===== config.mk =====
export PLATFORM = sky130hd
export DESIGN_NAME = iirl_cell
export DESIGN_NICKNAME = d
export VERILOG_FILES = /design/src/hw/rtl/iirl_pkg.sv /design/src/hw/rtl/iirl_cell.sv
export SDC_FILE = /design/constraint.sdc
export NUM_CORES = 1
export LEC_CHECK = 0
export ABC_AREA = 1
export BUFFER_PORTS_ARGS = -buffer_cell sky130_fd_sc_hd__buf_2
export CORE_MARGIN = 10
export CORE_UTILIZATION = 35
export DETAILED_ROUTE_END_ITERATION = 8
export GPL_TIMING_DRIVEN = 0
export MAX_ROUTING_LAYER = met4
export PLACE_DENSITY_LB_ADDON = 0.2
export SYNTH_ARGS = -nofsm -noshare
export SYNTH_HDL_FRONTEND = slang
export SYNTH_SLANG_ARGS = --single-unit

===== constraint.sdc =====
create_clock -name i_clk -period 5.2 [get_ports i_clk]
set_input_delay 1.04 -clock i_clk [delete_from_list [all_inputs] [get_ports i_clk]]
set_output_delay 1.04 -clock i_clk [all_outputs]
set_load 0.02 [all_outputs]

===== src/hw/rtl/iirl_pkg.sv =====
// Types, codes and elaboration helpers for the indexed insert/remove list.
// No dependencies; used by every module of the block.
package iirl_pkg;

    localparam int unsigned DEF_CAPACITY = 64;
    localparam int unsigned TREE_FANIN   = 8;

    typedef logic signed [31:0] t_word;

    typedef enum logic [2:0] {
        OP_INSERT = 3'd0,
        OP_REMOVE = 3'd1,
        OP_READ   = 3'd2,
        OP_APPEND = 3'd3,
        OP_POP    = 3'd4
    } t_op;

    typedef enum logic [1:0] {
        ST_OK    = 2'd0,
        ST_RANGE = 2'd1,
        ST_FULL  = 2'd2,
        ST_EMPTY = 2'd3
    } t_status;

    typedef struct packed {
        logic [2:0]  operation;
        logic [6:0]  position;
        t_word       word_in;
    } t_req;

    typedef struct packed {
        t_word       word_out;
        logic [1:0]  status;
        logic [6:0]  count;
    } t_rsp;

    // Per-cell control for one cycle
    typedef struct packed {
        logic load;        // take the request word
        logic take_left;   // shift up: take lower neighbor
        logic take_right;  // shift down: take upper neighbor
        logic rd_sel;      // drive entry onto the read-out tree
    } t_cell_ctl;

    // Nodes at tree level lvl (level 0 = leaves), fan-in of eight
    function automatic int unsigned f_nodes_at(input int unsigned n, input int unsigned lvl);
        int unsigned m;
        m = n;
        for (int unsigned s = 0; s < 16; s++) begin
            if (s < lvl) begin
                m = (m + TREE_FANIN - 1) >> 3;
            end
        end
        return m;
    endfunction

    // Registered levels needed to reduce n leaves to one word
    function automatic int unsigned f_levels(input int unsigned n);
        int unsigned m;
        int unsigned l;
        m = n;
        l = 0;
        for (int unsigned s = 0; s < 16; s++) begin
            if (m > 1) begin
                m = (m + TREE_FANIN - 1) >> 3;
                l = l + 1;
            end
        end
        return (l == 0) ? 1 : l;
    endfunction

    // Flat offset of the first node of level lvl (levels counted from 1)
    function automatic int unsigned f_offset(input int unsigned n, input int unsigned lvl);
        int unsigned acc;
        acc = 0;
        for (int unsigned s = 1; s < 16; s++) begin
            if (s < lvl) begin
                acc = acc + f_nodes_at(n, s);
            end
        end
        return acc;
    endfunction

endpackage


===== src/hw/rtl/iirl_cell.sv =====
// One storage cell of the list chain: holds one entry, shifts with its neighbors.
// Depends on iirl_pkg.
module iirl_cell
    import iirl_pkg::*;
(
    input  logic      i_clk,
    input  t_cell_ctl i_ctl,
    input  t_word     i_left,
    input  t_word     i_right,
    input  t_word     i_word,
    output t_word     o_entry,
    output t_word     o_rd
);

    t_word r_entry;

    always_ff @(posedge i_clk) begin
        if (i_ctl.load) begin
            r_entry <= i_word;
        end else if (i_ctl.take_left) begin
            r_entry <= i_left;
        end else if (i_ctl.take_right) begin
            r_entry <= i_right;
        end
    end

    assign o_entry = r_entry;
    assign o_rd    = i_ctl.rd_sel ? r_entry : '0;

endmodule


=== Word level (Yosys, flattened, before mapping) ===
Index checks and enable logic that the tools add are counted.

* Multiplexer cells: 4
* Reduce and logical (&&, ||, !) cells: 1

{| class="wikitable"
|+ Operator list
! operator !! count
|-
| $mux W32 || 4
|-
| $reduce_bool A3 Y1 || 1
|}

* Bits in registers: 32
* Input port bits: 101
* Output and inout port bits: 64
* Word-level logic and storage cells: 6

=== Depth between registers and ports, before layout ===
* Depth after elaboration: 3
* Mapped depth: 6
* Mapped depth without buffers: 4

=== Worst setup path before layout ===
OpenSTA, ideal clock, no wires.

* Path type: input-to-reg
* From: input port i_ctl[3] (netlist bit)
* To: register r_entry[0] (netlist: o_entry[0]), enable pin
* Setup time: 0.390 ns
* Arrival: 2.053 ns
* Required time: 4.810 ns
* Path slack: 2.757 ns
* Stages: 4
* Path through: buf_4 > inv_4 > buf_4 > nand2_1

* Longest elaborated chain between the ends: 1

{| class="wikitable"
|+ Ends and longest elaborated chain
! element !! line !! text
|-
| from (decl) || iirl_cell.sv:7 || <nowiki>input t_cell_ctl i_ctl,</nowiki>
|-
| $reduce_bool A3 Y1 (no line) || n/a ||
|-
| to (signal assigned) || iirl_cell.sv:19 || <nowiki>r_entry <= i_word;</nowiki>
|-
| to (signal assigned) || iirl_cell.sv:21 || <nowiki>r_entry <= i_left;</nowiki>
|-
| to (signal assigned) || iirl_cell.sv:23 || <nowiki>r_entry <= i_right;</nowiki>
|-
| to (decl) || iirl_cell.sv:15 || <nowiki>t_word r_entry;</nowiki>
|}

No other way between the ends.
A chain may end at the register's enable or synchronous reset.

=== Worst setup path after layout ===
* From: input port i_ctl[0] (netlist bit)
* To: output port o_rd[23]

* Longest elaborated chain between the ends: 1

{| class="wikitable"
|+ Ends and longest elaborated chain
! element !! line !! text
|-
| $mux W32 || iirl_cell.sv:28 || <nowiki>assign o_rd = i_ctl.rd_sel ? r_entry : '0;</nowiki>
|-
| to (decl) || iirl_cell.sv:12 || <nowiki>output t_word o_rd</nowiki>
|}

No other way between the ends.

==> qor.yml <==
sta:
  max-slew-margin-rel_pct: 56.7
  fin_tns_setup_ps: 0
  holdWs_ps: 1030
  clock.fmax_ghz: 0.363
  period_minus_slack_ps: 2760
  finalSetupViolCount: 0
  finalHoldViolations: 0
  fin_crit_sh_pct: 53.0
  rsz0062_at_grt: "false"
  worst_pin_slew_ps: 648
  slew_violations: 0
pwr:
  p_leak_nw: 2.23
  power.density_mw_per_mm2: 235
  total_power_w: 0.000760
  power_frac_seq_pct: 44.0
  power.share.clock_pct: 23.4
  max-vdd-ir-drop_mv: 0.0887
  p_comb_share_pct: 32.7
  swShare_pct: 33.8
  power.internal_w: 0.000503
  switchingPower_w: 0.000257
grt:
  grt_pass1_wl_mm: 12.1
  grt_pass1_vias: 2487
  antenna_found_initial: 0
  grt_max_degree: 22
  overflow: 0
  grt_usage_pct: 15.5
finish:
  final_util_pct: 51.6
  area_growth_pct: 45.3
  antennaDiodeCount: 0
  drive_above_1_share_pct: 36.6
  stdcell_count: 588
  nets: 612
  fill_cells: 675
  seq_area_um2: 961
  multiInputGateArea_um2: 768
  largest_reg_flops: 32
clock_network:
  postCtsHoldBufs: 0
  cts_max_level: 2
  clk_pin_slew_ps: 70
  cts_tree: "yes"
  cts-resized-gates: 0
  clock-sinks: 32
  clk_path_buf_depth: 2
  cts_made_buffers: 5
  cts_root_buf: "clkbuf_8"
  post_cts_buffers: 0
setup_path:
  cp.required_ps: 4160
  start_kind: "primary input"
  critPathMaxFanout: 10
  worstSetupPathType: "in2out"
  cp.arrival_ps: 1720
  endpoint_kind: "output port"
drt:
  first_pass_iters: 4
  drt_iter0_markers: 69
  wire_per_inst_um: 13.3
  drtAntennaViolNets: 0
  vias: 2484
  met2_length_mm: 4.08
  drc: 0
  via_per_inst: 4.22
  drt-total-wl_mm: 7.80
  wl_met3_um: 613
  wl_met1_mm: 3.03
  top_layer: "met4"
die:
  ios: 165
  chipHeight_um: 99.8
  rows: 29
  die_w_um: 99.8
  core_area_mm2: 0.00628
  die_area_mm2: 0.00996
  start_util_pct: 35.5
yosys:
  syn_area_mm2: 0.00223
  syn_avg_cell_area_um2: 6.54
  synth-seq-cells: 32
  synth_top_area_cell: "edfxtp_1"
  yosys.area.top_type_share_pct: 43.1
  synthDistinctLibCells: 9
  synth_seq_area_share_pct: 43.1
  syn_nets: 442
  synthCells: 341
  yosys_warnings: 0
  ys_top_cells_by_area: "edfxtp_1 43%, nand2_1 27%, inv_1 16%"
min_path:
  hold_path_depth: 3
  hold_class: "in2reg"
place:
  place_congestion: 0.773
  dp_hpwl_mm: 6.42
  dp_cells: 581
  io_buffers: 162
job:
  drv_cap: 0
run_status:
  status: "complete, no violations"
[placed cells by master (no fill, tap or decap)]
| cell type | count |
|---|---|
| buf_2 | 168 |
| nand2_1 | 161 |
| inv_1 | 96 |
| nand3_1 | 32 |
| edfxtp_1 | 32 |
| buf_4 | 7 |
| clkbuf_8 | 5 |
| buf_6 | 4 |
| inv_4 | 2 |
| clkinv_1 | 2 |
| nor2_1 | 1 |
| buf_16 | 1 |
[routing by layer]
metal	GRT usage (%)	up-vias
met5	-	-
met4	4.30	0
met3	4.40	4
met2	28.1	91
met1	15.8	1075
li1	-	1314
[power groups by stage]
| stage | Clock (W) | Combinational, W | Sequential [W] |
|---|---|---|---|
| after floorplan | 0 | 0.000107 | 0.000377 |
| final | 0.000178 | 0.000248 | 0.000334 |
| after CTS | 0.000184 | 0.000253 | 0.000335 |
| after global routing | 0.000193 | 0.000275 | 0.000338 |
| after detailed placement | 0 | 0.000253 | 0.000341 |
| after global placement | 0 | 0.000248 | 0.000339 |
[cell type report]
class	instances	area share, %
repair buffers	163	25.9
inverters	98	11.5
plain buffers	17	3.94
well taps	77	2.97
clock inverters	2	0.232
flip-flops and latches	32	29.7
clock buffers	5	2.12
multi-input cells	194	23.7
[worst paths after layout]
check                      start          end
worst max-delay path    i_ctl[0]     o_rd[23]
worst min-delay path  i_word[18]  o_entry[18]
[cells by family (layout without fill, tap and decap cells)]
kind of cell | after synthesis | after routing | synth area share (%)
buffers and inverters | 115 | 285 | 22.4
flip-flops | 32 | 32 | 43.1
AND/OR/NAND/NOR | 194 | 194 | 34.5
[synth_stat cells]
library cell  number
buf_4              7
inv_4              2
buf_6              4
nand3_1           32
nor2_1             1
nand2_1          161
inv_1             96
buf_2              6
edfxtp_1          32
[per-stage QoR]
stage,instance area (um^2),setup WS (ps)
global route,3240,2350
global placement,3140,2250
detailed placement,3160,2430
CTS,3240,2420
floorplan,2230,2760
finish,3240,2440
[critical path, cell delays in order]
cell     delay, ps
buf_2          140
buf_2          240
nand2_1         70
inv_1           60
buf_2          160
(Power assumes the default switching activity.)
